## src/hw/rtl/bld_pkg.sv

```systemverilog
`timescale 1ns / 1ps
`default_nettype none
package bld_pkg;
	localparam int MaxDim = 4;
	localparam int IdxW = 2;
	localparam int AddrW = 3 * IdxW;
	localparam int CoordW = 24;
	localparam int PosW = 17;
	localparam int WtW = 17;
	localparam int AccW = 48;
	localparam logic [PosW-1:0] OneQ16 = 17'h10000;

	localparam logic OP_WRITE = 1'b0;
	localparam logic OP_DEFORM = 1'b1;

	localparam logic [1:0] REG_SIZE_X = 2'd0;
	localparam logic [1:0] REG_SIZE_Y = 2'd1;
	localparam logic [1:0] REG_SIZE_Z = 2'd2;

	typedef struct packed {
		logic signed [CoordW-1:0] x;
		logic signed [CoordW-1:0] y;
		logic signed [CoordW-1:0] z;
	} point_t;

	// binomial factor for degree n and term a, n below 4
	function automatic logic [1:0] binom(input logic [1:0] n, input logic [1:0] a);
		logic [1:0] r;
		begin
			r = 2'd1;
			if (n == 2'd2 && a == 2'd1) r = 2'd2;
			if (n == 2'd3 && (a == 2'd1 || a == 2'd2)) r = 2'd3;
			binom = r;
		end
	endfunction

	// effective size minus one
	function automatic logic [1:0] eff_deg(input logic [2:0] s);
		logic [1:0] r;
		begin
			if (s == 3'd0) r = 2'd0;
			else if (s > 3'd4) r = 2'd3;
			else r = 2'(s - 3'd1);
			eff_deg = r;
		end
	endfunction
endpackage
`default_nettype wire

```

## src/hw/rtl/bld_ram.sv

```systemverilog
`timescale 1ns / 1ps
`default_nettype none
module bld_ram (
	input  wire logic                      clk,
	input  wire logic                      we,
	input  wire logic [bld_pkg::AddrW-1:0] waddr,
	input  wire bld_pkg::point_t           wdata,
	input  wire logic [bld_pkg::AddrW-1:0] raddr,
	output bld_pkg::point_t                rdata
);
	bld_pkg::point_t mem [2**bld_pkg::AddrW];

	always_ff @(posedge clk) begin
		if (we) mem[waddr] <= wdata;
		rdata <= mem[raddr];
	end
endmodule
`default_nettype wire

```

## config.mk

```make
export PLATFORM = sky130hd
export DESIGN_NAME = bld_ram
export DESIGN_NICKNAME = d
export VERILOG_FILES = /design/src/hw/rtl/bld_pkg.sv /design/src/hw/rtl/bld_ram.sv
export SDC_FILE = /design/constraint.sdc
export NUM_CORES = 2
export LEC_CHECK = 0
export BUFFER_PORTS_ARGS = -buffer_cell sky130_fd_sc_hd__buf_4
export CORE_ASPECT_RATIO = 1.2
export CORE_UTILIZATION = 30
export DETAILED_ROUTE_END_ITERATION = 8
export PLACE_DENSITY_LB_ADDON = 0.2
export REMOVE_ABC_BUFFERS = 1
export SYNTH_ARGS = -nofsm -noshare
export SYNTH_HDL_FRONTEND = slang
export SYNTH_MEMORY_MAX_BITS = 65536
export SYNTH_SLANG_ARGS = --single-unit
```

## constraint.sdc

```tcl
create_clock -name clk -period 12.8 [get_ports clk]
set_input_delay 2.56 -clock clk [delete_from_list [all_inputs] [get_ports clk]]
set_output_delay 2.56 -clock clk [all_outputs]
set_load 0.02 [all_outputs]
```

; Yosys cells after proc, flatten, opt, wreduce, memory -nomap -nowiden
; Memories as Yosys holds them, arrays and structs flattened. A register that Yosys moved wholly into a read port is not among the register bits.
; Cells that the tools add are included.
[word_totals]
latchBits = 0
register_bits = 0
memories = 1
out_inout_bits = 72
rom_bits = 0
input_bits = 86
mem_bits_rw = 4608
[mem_list]
columns = memory, depth, width, read_ports, rd_ports_with_merged_regs, wr, line
row1 = mem, 64, 72, 1, 1, 1, bld_ram.sv:11  ; bld_pkg::point_t mem [2**bld_pkg::AddrW];
[classes]
shift = 0
div = 0
muxes = 2
bitwise = 0
order_cmp = 0
n_addsub = 0
n_mul = 0
eq_ne = 0
n_reduce_logical = 0
[ops]
columns = op, n
row1 = $mux 1, 2

; Longest topological paths before layout
[depth]
ltp_word = 2
depth_mapped = 8

; Worst setup path after synthesis
; No wires, ideal clock.
[synth_timing]
kind = input to register
start = input waddr[3] (netlist name)
end = memory mem[48][0] (netlist name), enable pin
arrival_time_ps = 7968
path_buffers = 1
cell_stages = 4
path_slack_ps = 4241
setup_ps = 590
required_ps = 12210
cell_sequence = clkbuf_1 -> nor2b_1 -> nand4b_1 -> nor3_1
[synth_lines]
columns = item, line
row1 = start: declaration, bld_ram.sv:6  ; input wire logic [bld_pkg::AddrW-1:0] waddr,
row2 = end: declaration, bld_ram.sv:11
; No word-level cell before the write port.

==> summary.txt <==
Outcome
  • Status: complete, no violations

Synth
  • Synth Cell Area: 0.1752 mm^2
  • Top cell type's share of synthesized area: around four fifths
  • Unique cell type count in the Yosys netlist: 27
  • Synth area leader: edfxtp_1
  • Syn Inst Count: 7305
  • Number of synthesized register bits: 4680
  • Area contributors post-synth: edfxtp_1 79%, mux4_2 15%, a22oi_1 1.2%, dfxtp_1 0.82%, mux2i_1 0.62%
  • Seq/Total Area, Yosys: 79.80%
  • Synth Area per Inst: 23.99 um^2
  • Ys Warns: 0

CTS
  • Max Buffers Root-to-Sink: 4
  • Post-CTS setup buffers: 0
  • CTS tree: built
  • CTS resizes: 0
  • Hold Buf Count CTS: 0
  • H-tree levels: 5
  • Clock sink count: 4680
  • Clock Latency Late Sink: 1030 ps
  • Worst-path clk slew: around 60 ps
  • Total CTS buffers: 456
  • Root buf cell: clkbuf_16

STA
  • Final setup viols: 0
  • Least-Margin Pin Slew: 1337 ps
  • Max frequency: 181.1 MHz
  • Max Slew Vio Count: 0
  • RSZ-0062 raised after global routing: no
  • Final min period: 5522 ps
  • Fin Setup TNS: 0 ps
  • Slew HR: a little over a tenth
  • Fin. Hold Viols: 0
  • Fin Clk Skew: approximately 55 ps
  • Final period util: 43.14%
  • Worst hold slack: between 700 and 800 ps

Power
  • Pwr/cell area: 159.2 mW/mm^2
  • P_leak: about 61 nW
  • Worst vdd ir: 0.1352 mV

Final layout
  • Fill cell count: approximately 54000
  • Layout cells sized above 1: 28.22%
  • Fin nets: slightly below 8000
  • Area grow syn2layout: 15.10%

Routing
  • DRC violations left: 0
  • WL/cell: 35.22 um
  • ANT nets after route: 0
  • Initial DRC Count: ~9100
  • Drt total wl: around 560000 um
  • Via count: 83750
  • Vias per inst: about 5.3
  • Drt first pass iters: 6

Setup path
  • Critical path class: input port to flop
  • CP dominant cell by count: buf_4
  • Crit. End Element: flop
  • Critical path startpoint category: input port
  • Critical Path AT: ~6500 ps
  • Slowest cell delay on critical path: 820 ps
  • Slowest-stage cell, CP: buf_4
  • Cell Chain, Critical Path: buf_8 > buf_12 > buf_4 > buf_4 > mux4_2 > a22oi_1 > nand3_1 > o211a_1
  • Worst-path maximum fanout: 102
  • Worst EP required: around 14000 ps

Floorplanning
  • IO Count: 158
  • CORE AREA: 0.5819 mm^2
  • Initial core utilization: 30.11%
  • Site Rows: 307
  • Die Ht: 839.2 um
  • Die span in x: 699.6 um
  • Die area: around 0.6 mm^2

GRT
  • GR Util All Layers: 18.69%
  • Final global-route overflow total: 0
  • First-pass GRT wire length: about 760000 um
  • Pin count of the biggest net entering global routing: between 100 and 150
  • Initial antenna violation count: 56
  • Vias in the first global route: ~87000

Placed design
  • Half-perimeter wire length after placement: 293200 um
  • Final GP Congestion: 0.7352
  • IO Port Bufs: 157

Worst hold path
  • Hold crit path type: flop to flop

Job
  • Max_cap viols: 0
-- cells in the final DEF, fill, tap and decap left out, drive strengths merged, types with 14 or more instances in the layout --
cell,Yosys,routed
a211oi,72,72
nand3,128,128
mux2i,108,108
o221ai,54,54
buf,275,405
nand3b,26,26
diode,0,14
clkbuf,143,606
bufinv,0,43
mux4,1152,1152
dfxtp,72,72
nor2,120,120
o211a,72,72
a22oi,288,288
o22ai,144,144
clkinv,0,183
edfxtp,4608,4608
-- synthesized netlist by cell type, drive strengths merged --
library cell / number
a22oi: 288
or3b: 4
and2: 3
nand3b: 26
nand2b: 9
o211a: 72
nor3: 2
nor2: 120
dfxtp: 72
o221ai: 54
mux4: 1152
nand2: 8
or2: 2
mux2i: 108
nand4b: 1
buf: 275
o22ai: 144
nand4: 2
or3: 3
nand3: 128
a211oi: 72
clkbuf: 143
edfxtp: 4608
nor2b: 9
-- final timing paths --
| path | slack, ps | to | cells after the start | start |
|---|---|---|---|---|
| min | 790 | rdata[14] | 4 | mem[62][14] |
| max | 7280 | rdata[10] | 8 | raddr[1] |
| min reg2reg | 790 | rdata[14] | 4 | mem[62][14] |
| max reg2reg | 10930 | rdata[0] | 4 | mem[47][0] |
-- report_power, final --
group,leakage (nW),switching (mW),internal [mW],total [mW]
logic,12.0,0.966,0.536,1.50
clock network,7.27,5.92,7.64,13.6
registers,42.1,0.0775,17.0,17.0
-- final cells by class --
class                           instances  area, um^2  area share [%]
Antenna cell                           14       35.03         0.01737
Clock buffer                          606       12320           6.108
Clock inverter                        250        2571           1.275
Multi-Input combinational cell       2207       33920           16.82
Sequential cell                      4680      139800           69.33
Tap cell                             7725        9666           4.793
Timing Repair Buffer                  405        3338           1.655
-- registers in the layout, indices dropped and copies added, names as in the netlist --
| signal | flops |
|---|---|
| mem | 4608 |
| rdata | 72 |
-- routing by layer --
metal	vias up	wire (um)	global-route usage, %
li1	32710	-	-
met1	47440	222000	23.82
met2	2862	291900	33.61
met3	717	32500	2.701
met4	20	13100	4.208
met5	-	110	0
-- cell families after synthesis --
family	share of synthesized area, %
flops	79.80
compound gates	2.738
simple gates	0.8819
mux	15.42
buf+inv	1.160
-- worst max-delay path, delay by kind of cell --
family / cells / cell delay, ps
buffers and inverters: 4 / 2230
multiplexers: 1 / 400
AND/OR/NAND/NOR: 1 / 150
AO/OA/AOI/OAI: 2 / 440
-- stage by stage --
| step | power (mW) | std cells | worst slack, ps | instance area (um^2) | util (%) |
|---|---|---|---|---|---|
| after global routing | 32.98 | 15880 | 7102 | 201600 | 34.65 |
| after global placement | 18.88 | 15020 | 6134 | 186700 | 32.09 |
| final | 32.10 | 15890 | 7278 | 201700 | 34.65 |
| after detailed placement | 18.92 | 15020 | 6035 | 186700 | 32.09 |
| after floorplan | 17.98 | 6887 | 4378 | 173200 | - |
| after CTS | 32.42 | 15870 | 7243 | 201600 | 34.65 |
(Power assumes the default switching activity.)
