### config.mk
export PLATFORM = sky130hd
export DESIGN_NAME = bld_weight
export DESIGN_NICKNAME = d
export VERILOG_FILES = /design/src/hw/rtl/bld_pkg.sv /design/src/hw/rtl/bld_weight.sv
export SDC_FILE = /design/constraint.sdc
export NUM_CORES = 1
export LEC_CHECK = 0
export BUFFER_PORTS_ARGS = -buffer_cell sky130_fd_sc_hd__buf_2
export CORE_MARGIN = 2
export CORE_UTILIZATION = 35
export CTS_CLUSTER_DIAMETER = 40
export DETAILED_ROUTE_END_ITERATION = 12
export PLACE_DENSITY = 0.6
export SLEW_MARGIN = 20
export SYNTH_ARGS = -nofsm -noshare
export SYNTH_HDL_FRONTEND = slang
export SYNTH_SLANG_ARGS = --single-unit
export TNS_END_PERCENT = 30
### constraint.sdc
create_clock -name clk -period 11.2 [get_ports clk]
set_input_delay 0.56 -clock clk [delete_from_list [all_inputs] [get_ports clk]]
set_output_delay 0.56 -clock clk [all_outputs]
set_load 0.02 [all_outputs]
### src/hw/rtl/bld_pkg.sv
`timescale 1ns / 1ps
`default_nettype none
package bld_pkg;
	localparam int MaxDim = 4;
	localparam int IdxW = 2;
	localparam int AddrW = 3 * IdxW;
	localparam int CoordW = 24;
	localparam int PosW = 17;
	localparam int WtW = 17;
	localparam int AccW = 48;
	localparam logic [PosW-1:0] OneQ16 = 17'h10000;

	localparam logic OP_WRITE = 1'b0;
	localparam logic OP_DEFORM = 1'b1;

	localparam logic [1:0] REG_SIZE_X = 2'd0;
	localparam logic [1:0] REG_SIZE_Y = 2'd1;
	localparam logic [1:0] REG_SIZE_Z = 2'd2;

	typedef struct packed {
		logic signed [CoordW-1:0] x;
		logic signed [CoordW-1:0] y;
		logic signed [CoordW-1:0] z;
	} point_t;

	// binomial factor for degree n and term a, n below 4
	function automatic logic [1:0] binom(input logic [1:0] n, input logic [1:0] a);
		logic [1:0] r;
		begin
			r = 2'd1;
			if (n == 2'd2 && a == 2'd1) r = 2'd2;
			if (n == 2'd3 && (a == 2'd1 || a == 2'd2)) r = 2'd3;
			binom = r;
		end
	endfunction

	// effective size minus one
	function automatic logic [1:0] eff_deg(input logic [2:0] s);
		logic [1:0] r;
		begin
			if (s == 3'd0) r = 2'd0;
			else if (s > 3'd4) r = 2'd3;
			else r = 2'(s - 3'd1);
			eff_deg = r;
		end
	endfunction
endpackage
`default_nettype wire

### src/hw/rtl/bld_weight.sv
`timescale 1ns / 1ps
`default_nettype none
// sequential bernstein weight: one multiply per cycle
module bld_weight (
	input  wire logic                      clk,
	input  wire logic                      arst_n,
	input  wire logic                      start,
	input  wire logic [bld_pkg::PosW-1:0]  t,
	input  wire logic [1:0]                a,
	input  wire logic [1:0]                n,
	output logic                           done,
	output logic [bld_pkg::WtW-1:0]        w
);
	logic [1:0] step_q, a_q, n_q;
	logic [1:0] cnt_q;
	logic busy_q;
	logic [bld_pkg::PosW-1:0] t_q, s_q;
	logic [bld_pkg::WtW-1:0] p_q;
	logic [bld_pkg::PosW-1:0] f;
	logic [33:0] prod;
	logic [18:0] wfull;

	assign f = (step_q < a_q) ? t_q : s_q;
	assign prod = 34'(p_q) * 34'(f) + 34'd32768;
	assign wfull = 19'(p_q) * 19'(bld_pkg::binom(n_q, a_q));
	assign w = (wfull > 19'(bld_pkg::OneQ16)) ? bld_pkg::OneQ16 : wfull[16:0];

	always_ff @(posedge clk or negedge arst_n) begin
		if (!arst_n) begin
			busy_q <= 1'b0;
			done <= 1'b0;
			step_q <= '0;
			cnt_q <= '0;
		end else begin
			done <= 1'b0;
			if (start) begin
				busy_q <= (n != 2'd0);
				done <= (n == 2'd0);
				step_q <= '0;
				cnt_q <= n;
			end else if (busy_q) begin
				step_q <= step_q + 2'd1;
				cnt_q <= cnt_q - 2'd1;
				if (cnt_q == 2'd1) begin
					busy_q <= 1'b0;
					done <= 1'b1;
				end
			end
		end
	end

	always_ff @(posedge clk) begin
		if (start) begin
			t_q <= t;
			s_q <= bld_pkg::OneQ16 - t;
			a_q <= a;
			n_q <= n;
			p_q <= bld_pkg::OneQ16;
		end else if (busy_q) begin
			p_q <= prod[32:16];
		end
	end
endmodule
`default_nettype wire

* Word level (Yosys, flattened, before mapping)
Cells that the tools add are included.
Storage, ports and cells: bits in registers 61, memory bits (read-only) 0, memories 0, input port bits 24, memory bits (writable) 0, latch bits 0
Operators by class: reduce and logical (&&, ||, !) cells 6, shift-type cells 0, bitwise gates (word level) 0, divide/modulo/power cells 0, equality and inequality tests 5, $lt $le $gt $ge 2, add/sub/neg operators 4, multipliers 2, multiplexer cells 14
Operators by type and width (count):
- 17-bit two-way mux | 2
- 33-bit by 16-bit adder with 33-bit output, second input constant | 1
- 17-bit by 17-bit multiplier with 33-bit output | 1
- 19-bit by 17-bit greater-than comparator with 1-bit output, second input constant | 1
- 17-bit by 2-bit multiplier with 19-bit output | 1
- 17-bit subtractor, first input constant | 1
- 2-bit two-way mux | 6
- 2-bit equality test, second input constant | 3
- 1-bit two-way mux | 6
- 2-bit by 1-bit equality test with 1-bit output, second input constant | 2
- 2-bit nonzero test | 2
- 2-bit by 1-bit adder with 2-bit output, second input constant | 1
- 1-bit logical AND | 2
- 2-bit zero test | 1
- 2-bit less-than comparator | 1
- 2-bit by 1-bit subtractor with 2-bit output, second input constant | 1
- 1-bit logical OR | 1

* Longest topological paths before layout
Gate-level depths: netlist of run 1.
depth after elaboration 7, mapped depth 29, gate-level depth less buffers 27

* Worst setup path before layout of run 1
No wires, ideal clock.
path type register to register, from register step_q[1], to register p_q[8] in the netlist's numbering, setup slack 3553 ps, path buffers 2, required time 11083 ps, stages on the path, launching flop included 26, clock period less this slack 7647 ps, arrival 7530 ps, library setup time 117 ps, cell sequence dfrtp_1 > ha_1 > a21oi_1 > clkbuf_1 > mux2_2 > clkbuf_1 > nand2_1 > fa_1 > fa_1 > fa_1 > inv_1 > fa_1 > fa_1 > inv_1 > fa_1 > inv_1 > ha_1 > a21oi_1 > o21ai_0 > a2111oi_0 > a21boi_1 > o41ai_2 > a21boi_1 > o21a_1 > or3_1 > a32o_1
Between the ends: word-level cells in the longest chain between the ends 4
Ends and longest elaborated chain:
- from (decl) | line bld_weight.sv:14 | logic [1:0] step_q, a_q, n_q;
- from (signal assigned) | line bld_weight.sv:42 | step_q <= step_q + 2'd1;
- 2-bit less-than comparator | line bld_weight.sv:23 | assign f = (step_q < a_q) ? t_q : s_q;
- 17-bit two-way mux | line bld_weight.sv:23
- 17-bit by 17-bit multiplier with 33-bit output | line bld_weight.sv:24 | assign prod = 34'(p_q) * 34'(f) + 34'd32768;
- 33-bit by 16-bit adder with 33-bit output | line bld_weight.sv:24
- to (signal assigned) | line bld_weight.sv:58 | p_q <= bld_pkg::OneQ16;
- to (signal assigned) | line bld_weight.sv:60 | p_q <= prod[32:16];
- to (decl) | line bld_weight.sv:18 | logic [bld_pkg::WtW-1:0] p_q;
Every way passes these cells. A chain may end at the register's enable or synchronous reset.

* Final worst setup path of run 1
Ends and elaborated chain as after synthesis.

==> out/metrics.cfg, run 1 <==
[logic_synthesis]
synth.yosys.warnings = 0
synthTopCellsByArea = fa_1 (35%), ha_1 (13%), edfxtp_1 (8.7%), inv_1 (7.6%), and2_1 (7.2%)
ys_seq_area_frac = 0.126
synth_enable_flop_cells = 37
synth-main-ff-cell = edfxtp_1
synth_top_area_share = 0.351
async_flop_share = 0.100
synth_area_um2 = 12800
ys_ff_latch = 60
synth.avg_cell_area_um2 = 9.33
synth_cell_type_count = 55
syn_inst = 1367
synthesis.nets = 1747
synth_area_leader_cell = fa_1

[clock_network]
cts_hold_buf = 0
clockBufferDepth = 2
clock_latency_ns = 0.32
numCtsBuffers = 9
cts_setup_buffers = 0
tritoncts = done
cts_root_buffer = clkbuf_16
clk_pin_slew_worst_paths_ns = 0.06
cts-resized-gates = 0
htree_levels = 3
clock_sinks = 60

[timing]
slew_violations = 0
worst_slew_pin_slew_ns = 1.05
finalCritPeriodShare = 0.691
final_hold_viol_count = 0
fin_crit_ns = 7.74
max_freq_mhz = 129
finalSetupViolations = 0
rsz0062_at_grt = no
max-slew-margin-rel = 0.297
skew_ns = 0.00576
setup_tns_ns = 0

[global_routing]
grt_max_degree = 65
grt_pass1_wl_mm = 49.4
grt_use_total = 0.161
grt_pass1_vias = 9601
antenna_found_initial = 0
overflow = 0

[detailed_routing]
wire_per_inst_um = 15.8
routed_wl_mm = 29.0
avgViaCountPerCell = 4.89
ant_nets = 0
drt_iter0_drc = 433
drt-pass1-iter-count = 5
dr_total_vias = 8969
drt_drc_violations_left = 0

[cells_and_area]
nets = 1747
drive_above_1_share = 0.0663
final_common_cell = inv_1
syn_to_final_growth_pct = 7.35
fill_cells = 3653
layout_common_cells = inv_1 (259), fa_1 (224), and2_1 (147)

[die]
rows = 69
die_area_um2 = 38000
boundaryPins = 42
chipWidth_um = 195
chipHeight_um = 195
start_util = 0.357
core_um2 = 35700

[placement]
post-dp-hpwl_mm = 23.1
routabilityCongestion = 0.857
portBuffers = 41

[worst_setup_path]
crit_type = reg2reg
arrival_ns = 7.95
critPathMaxFanout = 17
cp-start-kind = register
crit_required_ns = 11.41
r2r_setup_slack_ns = 3.46
critPathCaptureType = register
regToRegStartpoint = step_q[1]$_DFFE_PN0P_
rr_worst_depth = 24
r2r-end = p_q[8]$_SDFFE_PP0P_

[status]
status = completed

[worst_hold_path]
hold_path_class = in2async

[run]
max_cap_violations = 0

-- cell families after synthesis --
group,share of synthesized area
buf+inv,0.0941
xor+xnor,0.0316
simple gates,0.185
fa+ha+maj,0.481
compound gates,0.0618
flops,0.126
mux,0.0208
-- registers in the layout (all words and copies together), names as in the netlist --
register  flops
a_q           2
busy_q        1
cnt_q         2
done          1
n_q           2
p_q          17
s_q          16
step_q        2
t_q          17
-- layer usage --
| metal | global-route usage | vias to the layer above | wire length [µm] |
|---|---|---|---|
| met2 | 0.289 | 139 | 14500 |
| met3 | 0.0120 | 25 | 801 |
| met5 | 0 | - | 0 |
| met4 | 0.0274 | 0 | 262 |
| li1 | - | 4229 | - |
| met1 | 0.216 | 4576 | 13500 |
-- synthesized netlist by cell type (11+ instances only) --
cell	count
nor2_1	37
mux2i_1	13
dfxtp_1	17
nor2b_1	66
a21o_1	17
mux2_2	12
a21oi_1	35
nand2b_1	15
inv_1	259
xor2_1	23
nor3_1	11
and2_1	147
o21ai_0	15
xnor2_1	23
fa_1	224
nand2_1	131
clkbuf_1	60
edfxtp_1	37
ha_1	132
-- final cells by class --
type	count	area, µm²	share of cell area
clock inverters	5	37.5	0.00274
diodes	1	2.50	0.000183
multi-input cells	987	9960	0.727
flip-flops and latches	60	1600	0.117
well taps	461	577	0.0421
repair buffers	50	273	0.0199
inverters	259	972	0.0710
clock buffers	11	275	0.0201
-- worst max path at each step --
stage	from	end	slack, ns	cells past startpoint
final	step_q[1]$_DFFE_PN0P_	p_q[8]$_SDFFE_PP0P_	3.46	24
after global placement	step_q[1]$_DFFE_PN0P_	p_q[8]$_SDFFE_PP0P_	3.65	24
after CTS	step_q[1]$_DFFE_PN0P_	p_q[8]$_SDFFE_PP0P_	3.49	24
after global routing	step_q[1]$_DFFE_PN0P_	p_q[8]$_SDFFE_PP0P_	3.09	24
after floorplan	step_q[1]$_DFFE_PN0P_	p_q[8]$_SDFFE_PP0P_	3.55	25
after detailed placement	step_q[1]$_DFFE_PN0P_	p_q[8]$_SDFFE_PP0P_	3.48	24
-- per-stage QoR --
step / cells / cell area [µm²] / util / worst slack, ns / hold slack (ns)
finish: 1834 / 13700 / 0.383 / 3.46 / 0.0593
global route: 1833 / 13700 / 0.383 / 3.09 / 0.0621
CTS: 1833 / 13700 / 0.383 / 3.49 / 0.0568
detailed placement: 1817 / 13400 / 0.374 / 3.48 / 0.397
global placement: 1817 / 13400 / 0.374 / 3.65 / 0.394
floorplan: 1367 / 12800 / - / 3.55 / 0.264
-- critical path, stage by stage, from the launching register on --
cell and delay [ns]:
dfrtp_1 0.39, ha_1 0.33, a21oi_1 0.14, buf_4 0.26, mux2_2 0.51, nand2_1 0.15
fa_1 0.46, fa_1 0.51, fa_1 0.52, inv_1 0.05, fa_1 0.48, fa_1 0.49
inv_1 0.05, fa_1 0.48, inv_1 0.05, ha_1 0.30, a21oi_1 0.14, o21ai_0 0.17
a2111oi_0 0.39, a21boi_1 0.25, o41ai_2 0.55, a21boi_1 0.19, o21a_1 0.20, or3_1 0.31
a32o_1 0.26
Power of run 1 is left out: the tool's default activity adds up to more than one toggle a clock period on the data nets, which glitch-free logic cannot reach.
==> run 2, diff against run 1 <==
ABC_AREA = 1   (was unset)
PLACE_DENSITY = 0.62   (was 0.6)
clock period = 7.05 ns   (was 11.2 ns; I/O delays follow)
==> out/metrics.cfg, run 2 <==
[cells_and_area]
syn_to_final_growth_pct = 10.1  ; was 7.35%
register_area_um2 = 1600  ; about the same
antenna_cells = 0  ; was 1
multi_input_area_um2 = 10300  ; was 9960 µm²
finalNonFillerCells = 2374  ; was 1834
fill_cells = 4000  ; was 3653
drive_above_1_share = 0.111  ; was 0.0663
final_common_cell = inv_1  ; unchanged
nets = 2231  ; was 1747
reg.largest.list = p_q (17), t_q (17), s_q (16)  ; unchanged
layout_common_cells = inv_1 (420), nand2_1 (334), nor2_1 (265)  ; was inv_1 (259), fa_1 (224), and2_1 (147)

[clock_network]
numCtsBuffers = 9  ; unchanged
cts_root_buffer = clkbuf_16  ; unchanged
htree_levels = 3  ; unchanged
clock_latency_ns = 0.34  ; was 0.32 ns
tritoncts = done  ; unchanged
clock_sinks = 60  ; unchanged
clockBufferDepth = 2  ; unchanged
clk_pin_slew_worst_paths_ns = 0.05  ; was 0.06 ns

[timing]
rsz0062_at_grt = yes  ; was no
skew_ns = 0.00704  ; was 0.00576 ns
fin_crit_ns = 6.79  ; was 7.74 ns
max-slew-margin-rel = 0.427  ; was 0.297
timing.hold.ws_ns = 0.192  ; was 0.0593 ns
final_hold_viol_count = 0  ; unchanged
slew_violations = 0  ; unchanged
finalCritPeriodShare = 0.964  ; was 0.691
worst_slew_pin_slew_ns = 0.860  ; was 1.05 ns
max_freq_mhz = 147  ; was 129 MHz
finalSetupViolations = 0  ; unchanged

[worst_setup_path]
crit_type = reg2reg  ; unchanged
critPathMaxFanout = 11  ; was 17
crit_path_top_delay_cell = fa_1  ; was o41ai_2
timing.critical_path.mode_cell = fa_1  ; unchanged
arrival_ns = 7.03  ; was 7.95 ns
crit_required_ns = 7.29  ; was 11.41 ns
max_stage_delay_ns = 0.57  ; was 0.55 ns
cp-start-kind = register  ; unchanged
critPathCaptureType = register  ; unchanged

[global_routing]
grt_pass1_vias = 11808  ; was 9601
overflow = 0  ; unchanged
antenna_found_initial = 0  ; unchanged
grt_use_total = 0.202  ; was 0.161
grt_max_degree = 54  ; was 65
grt_pass1_wl_mm = 64.5  ; was 49.4 mm

[logic_synthesis]
ys_seq_area_frac = 0.117  ; was 0.126
synthMuxAreaShare = 0  ; was 0.0208
synth_area_leader_cell = fa_1  ; unchanged
synth-main-ff-cell = edfxtp_1  ; unchanged
synthesis.nets = 2180  ; was 1747
ys_ff_latch = 60  ; unchanged
syn_inst = 1800  ; was 1367
synth_cell_type_count = 45  ; was 55
synth_most_common_cell = inv_1  ; unchanged
synth_xor_xnor_area_share = 0.0173  ; was 0.0316
synth.avg_cell_area_um2 = 7.61  ; was 9.33 µm²
yosys.area_share.simple = 0.217  ; was 0.185
synthTopCellsByArea = fa_1 (33%), ha_1 (12%), inv_1 (12%), nand2_1 (9.2%), edfxtp_1 (8.1%)  ; was fa_1 (35%), ha_1 (13%), edfxtp_1 (8.7%), inv_1 (7.6%), and2_1 (7.2%)
synthTopCellsByCount = inv_1 (424), nand2_1 (336), nor2_1 (268)  ; was inv_1 (259), fa_1 (224), and2_1 (147)
synth_compound_area_frac = 0.0641  ; was 0.0618
synth.yosys.warnings = 0  ; unchanged
synth_area_um2 = 13700  ; was 12800 µm²
synth_enable_flop_cells = 37  ; unchanged
synth_top_area_share = 0.327  ; was 0.351
async_flop_share = 0.100  ; unchanged
synthAdderAreaFrac = 0.448  ; was 0.481
synth_top_family_by_area = adder cells  ; unchanged

[detailed_routing]
dr_wl_met2_mm = 18.6  ; was 14.5 mm
avgViaCountPerCell = 4.87  ; was 4.89
wire_per_inst_um = 16.8  ; was 15.8 µm
drt_drc_violations_left = 0  ; unchanged
highest_layer = met4  ; unchanged
wl_met3_mm = 2.93  ; was 801 µm
dr_total_vias = 11559  ; was 8969
drt_iter0_drc = 817  ; was 433
ant_nets = 0  ; unchanged
routed_wl_mm = 39.8  ; was 29.0 mm
wl_met1_mm = 16.9  ; was 13.5 mm
drt-pass1-iter-count = 5  ; unchanged

[die]
chipWidth_um = 202  ; was 195 µm
boundaryPins = 42  ; unchanged
start_util = 0.355  ; was 0.357
core_um2 = 38600  ; was 35700 µm²
die_area_um2 = 40800  ; was 38000 µm²
rows = 72  ; was 69
chipHeight_um = 202  ; was 195 µm

[placement]
post-dp-hpwl_mm = 32.8  ; was 23.1 mm
dp_cells = 2347  ; was 1817
routabilityCongestion = 0.965  ; was 0.857
portBuffers = 41  ; unchanged

[run]
max_cap_violations = 0  ; unchanged

[worst_hold_path]
hold_path_class = in2reg  ; was in2async

[status]
status = completed  ; unchanged

run 2: stage by stage:
stage	setup WS, ns	util	area [µm²]	TNS [ns]
after floorplan	0.936	-	13700	0
after global placement	-0.0181	0.379	14600	-0.0181
after detailed placement	-0.0154	0.379	14600	-0.0154
after CTS	0.00447	0.387	14900	0
after global routing	-0.0353	0.390	15100	-0.0954
final	0.257	0.390	15100	0
run 2: per-layer routing:
metal  GRT usage  vias up
met1       0.270     5634
li1            -     5454
met4      0.0654        0
met2       0.332      399
met5           0        -
met3      0.0339       72
run 2: critical path, delay by kind of cell, from the launching register on:
family                   cells  cell delay, ns
AND/OR/NAND/NOR             10            1.09
AO/OA/AOI/OAI                4            0.93
adder cells (fa/ha/maj)      8            3.62
flip-flops                   1            0.39
buffers and inverters        6            0.65
run 2: kinds of logic (layout without fill, tap and decap cells):
family | after synthesis | count (layout)
flops | 60 | 60
xor+xnor | 27 | 27
simple gates | 722 | 722
fa+ha+maj | 356 | 356
compound gates | 142 | 142
buf+inv | 493 | 549
run 2: cell type report:
class / count / share of cell area
Sequential cell: 60 / 0.106
Timing Repair inverter: 2 / 0.000829
Tap cell: 518 / 0.0430
Clock buffer: 10 / 0.0158
Multi-Input combinational cell: 1247 / 0.682
Clock inverter: 6 / 0.00257
Timing Repair Buffer: 87 / 0.0380
Inverter: 444 / 0.112
run 2: timing repair:
item	CTS	global route
gates resized for setup	2	27
hold endpoints to repair	6	0
endpoints found under the setup margin	1	17
hold buffers	1	0
gates cloned	0	2
setup buffers	1	7
run 2: final timing paths:
check | from | end | slack, ns | cells past startpoint
max in group asynchronous | arst_n | step_q[0]$_DFFE_PN0P_ | 6.53 | 2
worst max register to register | step_q[1]$_DFFE_PN0P_ | p_q[8]$_SDFFE_PP0P_ | 0.26 | 28
worst min register to register | step_q[0]$_DFFE_PN0P_ | step_q[0]$_DFFE_PN0P_ | 0.55 | 2
worst min-delay path | a[0] | a_q[0]$_DFFE_PP_ | 0.19 | 1
worst max-delay path | step_q[1]$_DFFE_PN0P_ | p_q[8]$_SDFFE_PP0P_ | 0.26 | 28
min in group asynchronous | arst_n | done$_DFF_PN0_ | 0.37 | 2
Power of run 2 is left out for the same reason.
